File: src/sv/clg_pkg.sv
// Shared types, character codes and arithmetic constants for the readability grader.
`default_nettype none
package clg_pkg;

   localparam int CNT_W   = 16;           // per-text counter width
   localparam int WORD_W  = CNT_W + 1;    // whitespace count plus one
   localparam int GRADE_W = 5;
   localparam int CLASS_W = 2;

   // Datapath widths of the index computation
   localparam int PA_W  = 26;             // 588 * letters
   localparam int PB_W  = 28;             // 2960 * sentences
   localparam int PC_W  = 27;             // 1580 * words
   localparam int DEN_W = 23;             // 100 * words
   localparam int NUM_W = 30;             // signed numerator
   localparam int REM_W = 29;             // partial remainder of the rounding divide
   localparam int QUO_W = 5;
   localparam int STEP_W = 3;

   localparam logic [CNT_W-1:0] CNT_MAX = {CNT_W{1'b1}};

   localparam logic [9:0]  COEF_LETTER   = 10'd588;
   localparam logic [11:0] COEF_SENTENCE = 12'd2960;
   localparam logic [10:0] COEF_WORD     = 11'd1580;
   localparam logic [6:0]  DEN_SCALE     = 7'd100;

   localparam logic [GRADE_W-1:0] GRADE_TOP = 5'd16;

   // Grade classes
   localparam logic [CLASS_W-1:0] CLASS_EXACT = 2'd0;
   localparam logic [CLASS_W-1:0] CLASS_BELOW = 2'd1;
   localparam logic [CLASS_W-1:0] CLASS_ABOVE = 2'd2;

   // Character codes
   localparam logic [7:0] CHR_TAB     = 8'h09;
   localparam logic [7:0] CHR_CR      = 8'h0D;
   localparam logic [7:0] CHR_SPACE   = 8'h20;
   localparam logic [7:0] CHR_BANG    = 8'h21;
   localparam logic [7:0] CHR_PERIOD  = 8'h2E;
   localparam logic [7:0] CHR_QUEST   = 8'h3F;
   localparam logic [7:0] CHR_UPPER_A = 8'h41;
   localparam logic [7:0] CHR_UPPER_Z = 8'h5A;
   localparam logic [7:0] CHR_LOWER_A = 8'h61;
   localparam logic [7:0] CHR_LOWER_Z = 8'h7A;

   typedef struct packed {
      logic [7:0] text_byte;
      logic       end_of_text;
   } clg_req_type;

   typedef struct packed {
      logic [GRADE_W-1:0] grade;
      logic [CLASS_W-1:0] grade_class;
      logic [CNT_W-1:0]   letter_total;
      logic [WORD_W-1:0]  word_total;
      logic [CNT_W-1:0]   sentence_total;
      logic               count_overflow;
   } clg_rsp_type;

   // One finished text's counts, handed from the counter front to the index unit
   typedef struct packed {
      logic [CNT_W-1:0]  letters;
      logic [CNT_W-1:0]  sentences;
      logic [WORD_W-1:0] words;
      logic              overflow;
   } clg_job_type;

   typedef struct packed {
      logic full;
      logic empty;
   } clg_qstat_type;

endpackage
`default_nettype wire

File: src/sv/clg_front.sv
// Byte classifier and saturating per-text counters; emits one job per finished text.
`default_nettype none
module clg_front
   import clg_pkg::*;
(
   input  logic          clock,
   input  logic          reset,
   input  logic          req_valid,
   output logic          req_stall,
   input  clg_req_type   req_data,
   input  clg_qstat_type q_stat,
   output logic          q_push,
   output clg_job_type   q_data
);

   logic [CNT_W-1:0] letter_ff, letter_in, letter_upd;
   logic [CNT_W-1:0] space_ff, space_in, space_upd;
   logic [CNT_W-1:0] sentence_ff, sentence_in, sentence_upd;
   logic             sat_ff, sat_in, sat_upd;
   logic             accept;
   logic             is_space, is_letter, is_sentence;

   assign req_stall = q_stat.full;
   assign accept    = req_valid && !req_stall;
   assign q_push    = accept && req_data.end_of_text;

   always_comb begin
      is_space    = 1'b0;
      is_letter   = 1'b0;
      is_sentence = 1'b0;
      case (req_data.text_byte) inside
         [CHR_TAB:CHR_CR], CHR_SPACE:                  is_space    = 1'b1;
         [CHR_UPPER_A:CHR_UPPER_Z], [CHR_LOWER_A:CHR_LOWER_Z]: is_letter = 1'b1;
         CHR_PERIOD, CHR_BANG, CHR_QUEST:              is_sentence = 1'b1;
         default:                                      ;
      endcase
   end

   always_comb begin
      letter_upd   = letter_ff;
      space_upd    = space_ff;
      sentence_upd = sentence_ff;
      sat_upd      = sat_ff;
      if (accept) begin
         if (is_space) begin
            if (space_ff == CNT_MAX) sat_upd = 1'b1;
            else                     space_upd = space_ff + 1'b1;
         end
         if (is_letter) begin
            if (letter_ff == CNT_MAX) sat_upd = 1'b1;
            else                      letter_upd = letter_ff + 1'b1;
         end
         if (is_sentence) begin
            if (sentence_ff == CNT_MAX) sat_upd = 1'b1;
            else                        sentence_upd = sentence_ff + 1'b1;
         end
      end
   end

   always_comb begin
      q_data.letters   = letter_upd;
      q_data.sentences = sentence_upd;
      q_data.words     = {1'b0, space_upd} + WORD_W'(1);
      q_data.overflow  = sat_upd;
   end

   // Clear counts once the text's job has gone to the queue
   assign letter_in   = q_push ? '0 : letter_upd;
   assign space_in    = q_push ? '0 : space_upd;
   assign sentence_in = q_push ? '0 : sentence_upd;
   assign sat_in      = q_push ? 1'b0 : sat_upd;

   always_ff @(posedge clock) begin
      if (reset) begin
         letter_ff   <= '0;
         space_ff    <= '0;
         sentence_ff <= '0;
         sat_ff      <= 1'b0;
      end else begin
         letter_ff   <= letter_in;
         space_ff    <= space_in;
         sentence_ff <= sentence_in;
         sat_ff      <= sat_in;
      end
   end

endmodule
`default_nettype wire

File: src/sv/clg_queue.sv
// Two-entry job queue between the counter front and the index unit.
`default_nettype none
module clg_queue
   import clg_pkg::*;
(
   input  logic          clock,
   input  logic          reset,
   input  logic          push,
   input  clg_job_type   push_data,
   input  logic          pop,
   output clg_job_type   pop_data,
   output clg_qstat_type q_stat
);

   clg_job_type slot_ff [2];
   logic        wr_ptr_ff, wr_ptr_in;
   logic        rd_ptr_ff, rd_ptr_in;
   logic [1:0]  count_ff, count_in;

   assign pop_data     = slot_ff[rd_ptr_ff];
   assign q_stat.full  = (count_ff == 2'd2);
   assign q_stat.empty = (count_ff == 2'd0);

   always_comb begin
      wr_ptr_in = push ? ~wr_ptr_ff : wr_ptr_ff;
      rd_ptr_in = pop  ? ~rd_ptr_ff : rd_ptr_ff;
      count_in  = count_ff;
      if (push && !pop)      count_in = count_ff + 2'd1;
      else if (pop && !push) count_in = count_ff - 2'd1;
   end

   always_ff @(posedge clock) begin
      if (push) slot_ff[wr_ptr_ff] <= push_data;
   end

   always_ff @(posedge clock) begin
      if (reset) begin
         wr_ptr_ff <= 1'b0;
         rd_ptr_ff <= 1'b0;
         count_ff  <= 2'd0;
      end else begin
         wr_ptr_ff <= wr_ptr_in;
         rd_ptr_ff <= rd_ptr_in;
         count_ff  <= count_in;
      end
   end

endmodule
`default_nettype wire

File: src/sv/clg_back.sv
// Index unit: scaled products, rounding restoring divide, classification, result register.
`default_nettype none
module clg_back
   import clg_pkg::*;
(
   input  logic          clock,
   input  logic          reset,
   input  clg_qstat_type q_stat,
   output logic          q_pop,
   input  clg_job_type   q_data,
   output logic          rsp_valid,
   input  logic          rsp_stall,
   output clg_rsp_type   rsp_data
);

   localparam logic [2:0] ST_IDLE = 3'd0;
   localparam logic [2:0] ST_PROD = 3'd1;
   localparam logic [2:0] ST_DIFF = 3'd2;
   localparam logic [2:0] ST_SAT  = 3'd3;
   localparam logic [2:0] ST_DIV  = 3'd4;
   localparam logic [2:0] ST_DONE = 3'd5;

   logic [2:0]         state_ff, state_in;
   clg_job_type        job_ff, job_in;
   logic [PA_W-1:0]    pa_ff, pa_in;
   logic [PB_W-1:0]    pb_ff, pb_in;
   logic [PC_W-1:0]    pc_ff, pc_in;
   logic [DEN_W-1:0]   den_ff, den_in;
   logic [REM_W-1:0]   rem_ff, rem_in;
   logic               neg_ff, neg_in;
   logic [QUO_W-1:0]   quo_ff, quo_in;
   logic [STEP_W-1:0]  step_ff, step_in;
   logic [GRADE_W-1:0] grade_ff, grade_in;
   logic [CLASS_W-1:0] class_ff, class_in;
   logic               rsp_valid_ff, rsp_valid_in;
   clg_rsp_type        rsp_data_ff, rsp_data_in;

   logic signed [NUM_W-1:0] num;
   logic [REM_W-1:0]        rem_full;
   logic [REM_W-1:0]        div_shift;
   logic [REM_W-1:0]        sat_limit;
   logic                    load_rsp;

   assign q_pop     = (state_ff == ST_IDLE) && !q_stat.empty;
   assign load_rsp  = (state_ff == ST_DONE) && (!rsp_valid_ff || !rsp_stall);
   assign rsp_valid = rsp_valid_ff;
   assign rsp_data  = rsp_data_ff;

   assign num = $signed(NUM_W'(pa_ff)) - $signed(NUM_W'(pb_ff)) - $signed(NUM_W'(pc_ff));
   assign rem_full  = REM_W'(unsigned'(num) << 1) + REM_W'(den_ff);
   assign div_shift = REM_W'(den_ff) << ({1'b0, step_ff} + 4'd1);
   assign sat_limit = REM_W'(den_ff) << 5;

   always_comb begin
      state_in = state_ff;
      job_in   = job_ff;
      pa_in    = pa_ff;
      pb_in    = pb_ff;
      pc_in    = pc_ff;
      den_in   = den_ff;
      rem_in   = rem_ff;
      neg_in   = neg_ff;
      quo_in   = quo_ff;
      step_in  = step_ff;
      grade_in = grade_ff;
      class_in = class_ff;
      case (state_ff)
         ST_IDLE: begin
            if (q_pop) begin
               job_in   = q_data;
               state_in = ST_PROD;
            end
         end
         ST_PROD: begin
            pa_in    = PA_W'(job_ff.letters) * PA_W'(COEF_LETTER);
            pb_in    = PB_W'(job_ff.sentences) * PB_W'(COEF_SENTENCE);
            pc_in    = PC_W'(job_ff.words) * PC_W'(COEF_WORD);
            den_in   = DEN_W'(job_ff.words) * DEN_W'(DEN_SCALE);
            state_in = ST_DIFF;
         end
         ST_DIFF: begin
            neg_in   = num[NUM_W-1];
            rem_in   = rem_full;
            state_in = ST_SAT;
         end
         ST_SAT: begin
            // Negative numerator rounds to zero or below; a quotient of 16+ saturates
            if (neg_ff) begin
               grade_in = '0;
               class_in = CLASS_BELOW;
               state_in = ST_DONE;
            end else if (rem_ff >= sat_limit) begin
               grade_in = GRADE_TOP;
               class_in = CLASS_ABOVE;
               state_in = ST_DONE;
            end else begin
               quo_in   = '0;
               step_in  = STEP_W'(QUO_W - 1);
               state_in = ST_DIV;
            end
         end
         ST_DIV: begin
            if (rem_ff >= div_shift) begin
               rem_in          = rem_ff - div_shift;
               quo_in[step_ff] = 1'b1;
            end
            if (step_ff == '0) begin
               if (quo_in == '0) begin
                  grade_in = '0;
                  class_in = CLASS_BELOW;
               end else begin
                  grade_in = quo_in;
                  class_in = CLASS_EXACT;
               end
               state_in = ST_DONE;
            end else begin
               step_in = step_ff - 1'b1;
            end
         end
         ST_DONE: begin
            if (load_rsp) state_in = ST_IDLE;
         end
         default: state_in = ST_IDLE;
      endcase
   end

   always_comb begin
      rsp_data_in.grade          = grade_ff;
      rsp_data_in.grade_class    = class_ff;
      rsp_data_in.letter_total   = job_ff.letters;
      rsp_data_in.word_total     = job_ff.words;
      rsp_data_in.sentence_total = job_ff.sentences;
      rsp_data_in.count_overflow = job_ff.overflow;
      rsp_valid_in = rsp_valid_ff;
      if (load_rsp)              rsp_valid_in = 1'b1;
      else if (!rsp_stall)       rsp_valid_in = 1'b0;
   end

   always_ff @(posedge clock) begin
      job_ff   <= job_in;
      pa_ff    <= pa_in;
      pb_ff    <= pb_in;
      pc_ff    <= pc_in;
      den_ff   <= den_in;
      rem_ff   <= rem_in;
      neg_ff   <= neg_in;
      quo_ff   <= quo_in;
      step_ff  <= step_in;
      grade_ff <= grade_in;
      class_ff <= class_in;
      if (load_rsp) rsp_data_ff <= rsp_data_in;
   end

   always_ff @(posedge clock) begin
      if (reset) begin
         state_ff     <= ST_IDLE;
         rsp_valid_ff <= 1'b0;
      end else begin
         state_ff     <= state_in;
         rsp_valid_ff <= rsp_valid_in;
      end
   end

endmodule
`default_nettype wire

File: src/sv/coleman_liau_grade_stream.sv
// Top level of the streaming Coleman-Liau readability grader.
//
//   channel | ports                               | moves
//   --------+-------------------------------------+-----------------------------------
//   input   | req_valid, req_stall, req_data      | one text byte and its last marker
//   result  | rsp_valid, rsp_stall, rsp_data      | grade, class, totals, overflow flag
//
// Flow: the front counts one byte per cycle unless req_stall holds it. Each finished
// text becomes one job in a two-entry queue; the index unit takes each job through a
// pop, product, difference, saturation check, five restoring-divide steps and a result
// load, or skips the divide when the numerator is negative or the index saturates at
// sixteen, so short texts run at the index unit's pace once the queue fills.
// Reset: synchronous, active high; clears counters, queue pointers, sequencer state
// and result valid. Stalls: req_stall rises only while the queue is full; a held
// result does not stop the index unit until it has its next result ready.
`default_nettype none
module coleman_liau_grade_stream
   import clg_pkg::*;
(
   input  logic        clock,
   input  logic        reset,
   input  logic        req_valid,
   output logic        req_stall,
   input  clg_req_type req_data,
   output logic        rsp_valid,
   input  logic        rsp_stall,
   output clg_rsp_type rsp_data
);

   clg_qstat_type q_stat;
   logic          q_push;
   logic          q_pop;
   clg_job_type   q_push_data;
   clg_job_type   q_pop_data;

   // Front: classify each byte, bump saturating counts, push a job on the last byte
   clg_front u_front (
      .clock     (clock),
      .reset     (reset),
      .req_valid (req_valid),
      .req_stall (req_stall),
      .req_data  (req_data),
      .q_stat    (q_stat),
      .q_push    (q_push),
      .q_data    (q_push_data)
   );

   // Queue: decouple the byte stream from the multi-cycle index computation
   clg_queue u_queue (
      .clock     (clock),
      .reset     (reset),
      .push      (q_push),
      .push_data (q_push_data),
      .pop       (q_pop),
      .pop_data  (q_pop_data),
      .q_stat    (q_stat)
   );

   // Back: compute the rounded index, classify it and hold the result until taken
   clg_back u_back (
      .clock     (clock),
      .reset     (reset),
      .q_stat    (q_stat),
      .q_pop     (q_pop),
      .q_data    (q_pop_data),
      .rsp_valid (rsp_valid),
      .rsp_stall (rsp_stall),
      .rsp_data  (rsp_data)
   );

   // Never push into a full queue or pop an empty one
   assert property (@(posedge clock) disable iff (reset)
      !(q_push && q_stat.full) && !(q_pop && q_stat.empty))
      else $error("job queue overrun or underrun");

   // An exact grade lies between one and fifteen; other classes pin the grade
   assert property (@(posedge clock) disable iff (reset)
      rsp_valid |-> ((rsp_data.grade_class == CLASS_EXACT && rsp_data.grade >= 5'd1 &&
                      rsp_data.grade <= 5'd15) ||
                     (rsp_data.grade_class == CLASS_BELOW && rsp_data.grade == '0) ||
                     (rsp_data.grade_class == CLASS_ABOVE && rsp_data.grade == GRADE_TOP)))
      else $error("grade and class disagree");

   // A result never carries a zero word count
   assert property (@(posedge clock) disable iff (reset)
      rsp_valid |-> (rsp_data.word_total != '0))
      else $error("result with zero words");

endmodule
`default_nettype wire
File: config.mk
export PLATFORM = sky130hd
export DESIGN_NAME = coleman_liau_grade_stream
export DESIGN_NICKNAME = d
export VERILOG_FILES = /design/src/sv/clg_pkg.sv /design/src/sv/clg_front.sv /design/src/sv/clg_queue.sv /design/src/sv/clg_back.sv /design/src/sv/coleman_liau_grade_stream.sv
export SDC_FILE = /design/constraint.sdc
export NUM_CORES = 1
export LEC_CHECK = 0
export BUFFER_PORTS_ARGS = -buffer_cell sky130_fd_sc_hd__buf_2
export CORE_ASPECT_RATIO = 1.2
export CORE_UTILIZATION = 53
export DETAILED_ROUTE_END_ITERATION = 6
export GPL_TIMING_DRIVEN = 0
export PLACE_DENSITY = 0.69
export RECOVER_POWER = 50
export SYNTH_ARGS = -nofsm -noshare
export SYNTH_HDL_FRONTEND = slang
export SYNTH_SLANG_ARGS = --single-unit
File: constraint.sdc
create_clock -name clock -period 10.4 [get_ports clock]
set_clock_uncertainty 0.15 [all_clocks]
set_input_delay 1.56 -clock clock [delete_from_list [all_inputs] [get_ports clock]]
set_output_delay 1.56 -clock clock [all_outputs]
set_load 0.005 [all_outputs]
==> flow_summary.yaml <==
place:
  io_buffers: 71
  gp_routability_congestion: 0.915
  dp_hpwl_um: 54500
  placed_cells: 3525
critical_path:
  required_ps: 10560
  reg2reg_from: "u_back.step_ff[0]$_SDFFCE_PN0P_"
  critPathTopFamily: "compound AO/OA/AOI/OAI gates"
  rr_worst_depth: 20
  worst_path_largest_cell_delay_ps: 910
  critPathLaunchType: "register"
  crit_slowest_cell: "o41ai_1"
  reg2reg_slack_ps: 3540
  endpoint_kind: "register"
  path_cells: "clkbuf_1 -> inv_1 -> ha_1 -> clkbuf_1 -> clkbuf_1 -> nand2_1 -> o211ai_1 -> o21ai_0 -> o21ai_0 -> nand2_1 -> ha_1 -> nand2_1 -> nand2_1 -> a21o_1 -> a21o_1 -> o41ai_1 -> a31oi_1 -> a31o_2 -> a2111oi_0 -> a211oi_2"
  critPathBufInv: 4
  worstPathMaxFanout: 10
  crit_type: "register to register"
  r2r_end: "u_back.rem_ff[27]$_DFFE_PP_"
  arrival_ps: 7020
  cpMostUsedCell: "nand2_1"
detailed_routing:
  via_count: 20300
  wl_met3_um: 2260
  wl_met2_um: 35100
  ant_nets: 0
  top_layer: "met4"
  routed_wl_um: 68700
  drtIter0Drc: 1115
  via_per_inst: 5.63
  dr.pass1.iters: 5
  drc: 0
  drt-met1-wl_um: 27900
  wl_per_cell_um: 19.1
synthesis:
  synth.area.top_cells: "edfxtp_1 (35%), ha_1 (15%), fa_1 (7.8%)"
  yosysSeqAreaShare_pct: 39.2
  synth-seq-cells: 400
  async_flop_share_pct: 0
  ys_top_cells_by_count: "inv_1 (402), ha_1 (351), edfxtp_1 (343)"
  synth_top_cell_by_area: "edfxtp_1"
  synth-xor-area-share_pct: 6.05
  synth_top_area_share_pct: 35.3
  syn_nets: 3208
  synth_ff_type: "edfxtp_1"
  synth_compound_area_share_pct: 11.3
  syn_inst: 2730
  synth_warnings: 0
  mappedNetlistArea_um2: 29200
  synth_simple_gate_area_share_pct: 10.9
  synth.most_common_cell: "inv_1"
  synth_top_family_by_area: "adder cells"
  yosys.cell_types.count: 102
  muxShareOfSynthArea_pct: 3.82
  synth_adder_area_share_pct: 22.8
  synth_edf_count: 343
  syn_avg_cell_area_um2: 10.7
floorplan:
  die_x_um: 216
  core_um2: 54100
  dieArea_um2: 56100
  dieHeight_um: 259
  core.rowCount: 93
  pin_count: 72
  initial_core_util_pct: 54.0
grt:
  grt_max_degree: 35
  track_usage_pct: 24.8
  overflow: 0
  antenna_found_initial: 0
  grt_pass1_vias: 20900
  grt_pass1_wl_um: 109000
sta:
  rsz0062_at_grt: "no"
  fin_crit_ps: 6860
  finalHoldViolations: 0
  fin_crit_sh_pct: 66.0
  maxSlewViolCount: 145
  fin_setup_tns_ps: 0
  maxSlewHeadroom_pct: -52.5
  worst_slew_pin_slew_ps: 2280
  fmax_mhz: 146
  setup-violations-final: 0
clocking:
  cts-root-buf: "clkbuf_16"
  cts_max_level: 2
  ctsResizeCount: 0
  clock-sinks: 400
  postCtsHoldBufs: 0
  postCtsSetupBuffers: 0
  path_clk_slew_ps: 60
  cts_tree: "built"
  clockBufferDepth: 3
  cts_buffers: 42
  clk_latency_ps: 590
cells_and_area:
  fillers: 4549
  final_cells: 3602
  utilization_pct: 59.1
  nNetsFinal: 3335
  seqCellArea_um2: 11400
  multi_input_area_um2: 16100
  synthToLayoutAreaGrowth_pct: 9.44
  antenna_cells: 0
  drive_gt1_share_pct: 8.44
min_path:
  hold_class: "register to register"
  min_from: "u_back.job_ff[0]$_DFFE_PP_"
  min_to: "u_back.rsp_data[0]$_DFFE_PP_"
  hold_path_depth: 0
run_status:
  status: "finished with violations"
  failed_checks: "max-capacitance violations, max-slew violations"
job:
  cap_violations: 5
[state kept, by name, summed over array words and instances, names as in the netlist, 3 cells and up]
signal,count
u_back.pb_ff,24
u_back.rem_ff,27
u_front.sentence_ff,16
u_back.state_ff,3
u_front.space_ff,16
u_back.grade_ff,5
u_back.pc_ff,25
u_back.rsp_data,57
u_back.job_ff,50
u_back.step_ff,3
u_front.letter_ff,16
u_back.pa_ff,24
u_queue.slot_ff,100
u_back.quo_ff,5
u_back.den_ff,20
[placed cells by master (no fill, tap or decap), types with 9 or more instances in the layout]
cell type,n
fa_1,114
nor2b_1,53
and2_1,19
mux2i_1,17
o21bai_1,25
o31ai_1,11
a21oi_1,162
o21ai_0,102
ha_1,351
edfxtp_1,343
mux4_2,16
o211ai_1,9
inv_1,402
nand4_1,18
xnor2_1,137
buf_2,58
nand3_1,46
clkbuf_16,44
a21boi_0,10
a21o_1,46
a211oi_1,13
a31oi_1,20
clkbuf_1,75
nor2_1,136
or3_1,18
or2_2,13
nor4_1,14
nand2_1,144
o21a_1,26
and3_1,31
xor2_1,63
dfxtp_1,57
nor3_1,41
mux2_2,49
nand2b_1,28
nor3b_1,11
[cell type report]
| class | count | share of cell area [%] |
|---|---|---|
| Clock inverter | 21 | 0.787 |
| Inverter | 403 | 4.73 |
| Multi-Input combinational cell | 1877 | 50.2 |
| Clock buffer | 56 | 3.71 |
| Buffer | 50 | 0.665 |
| Tap cell | 712 | 2.79 |
| Timing Repair Buffer | 83 | 1.31 |
| Sequential cell | 400 | 35.8 |
[cell families (layout without fill, tap and decap cells)]
family | after synthesis | after routing
buffers and inverters | 453 | 613
AO/OA/AOI/OAI | 510 | 510
adder cells (fa/ha/maj) | 465 | 465
multiplexers | 85 | 85
flip-flops | 400 | 400
AND/OR/NAND/NOR | 616 | 616
XOR/XNOR | 201 | 201
[routing by layer]
metal	global-route usage, %	vias up
li1	-	9910
met2	45.7	454
met1	28.5	9757
met5	0	-
met4	12.1	0
met3	2.62	150
[worst max path at each step]
stage	from	to	slack (ps)	depth (start not counted)
6_report	u_back.step_ff[0]$_SDFFCE_PN0P_	u_back.rem_ff[27]$_DFFE_PP_	3540	20
4_1_cts	u_back.step_ff[0]$_SDFFCE_PN0P_	u_back.rem_ff[27]$_DFFE_PP_	3640	20
5_1_grt	u_back.step_ff[0]$_SDFFCE_PN0P_	u_back.grade_ff[1]$_SDFFCE_PP0P_	3230	20
3_3_place_gp	u_back.state_ff[0]$_SDFFE_PP0P_	u_back.pc_ff[20]$_DFFE_PP_	-380	2
2_1_floorplan	u_back.state_ff[0]$_SDFFE_PP0P_	u_back.den_ff[10]$_DFFE_PP_	2160	2
3_5_place_dp	u_back.step_ff[0]$_SDFFCE_PN0P_	u_back.rem_ff[27]$_DFFE_PP_	3660	20
[per-stage QoR]
step	hold WS, ps	setup WS [ps]	instance area [um2]
finish	266	3540	32000
global route	277	3230	32000
CTS	266	3640	32100
detailed placement	256	3660	30700
global placement	252	-375	30500
floorplan	250	2160	29200
Power is left out: the tool's default activity adds up to more than one toggle a clock period on the data nets, which glitch-free logic cannot reach.
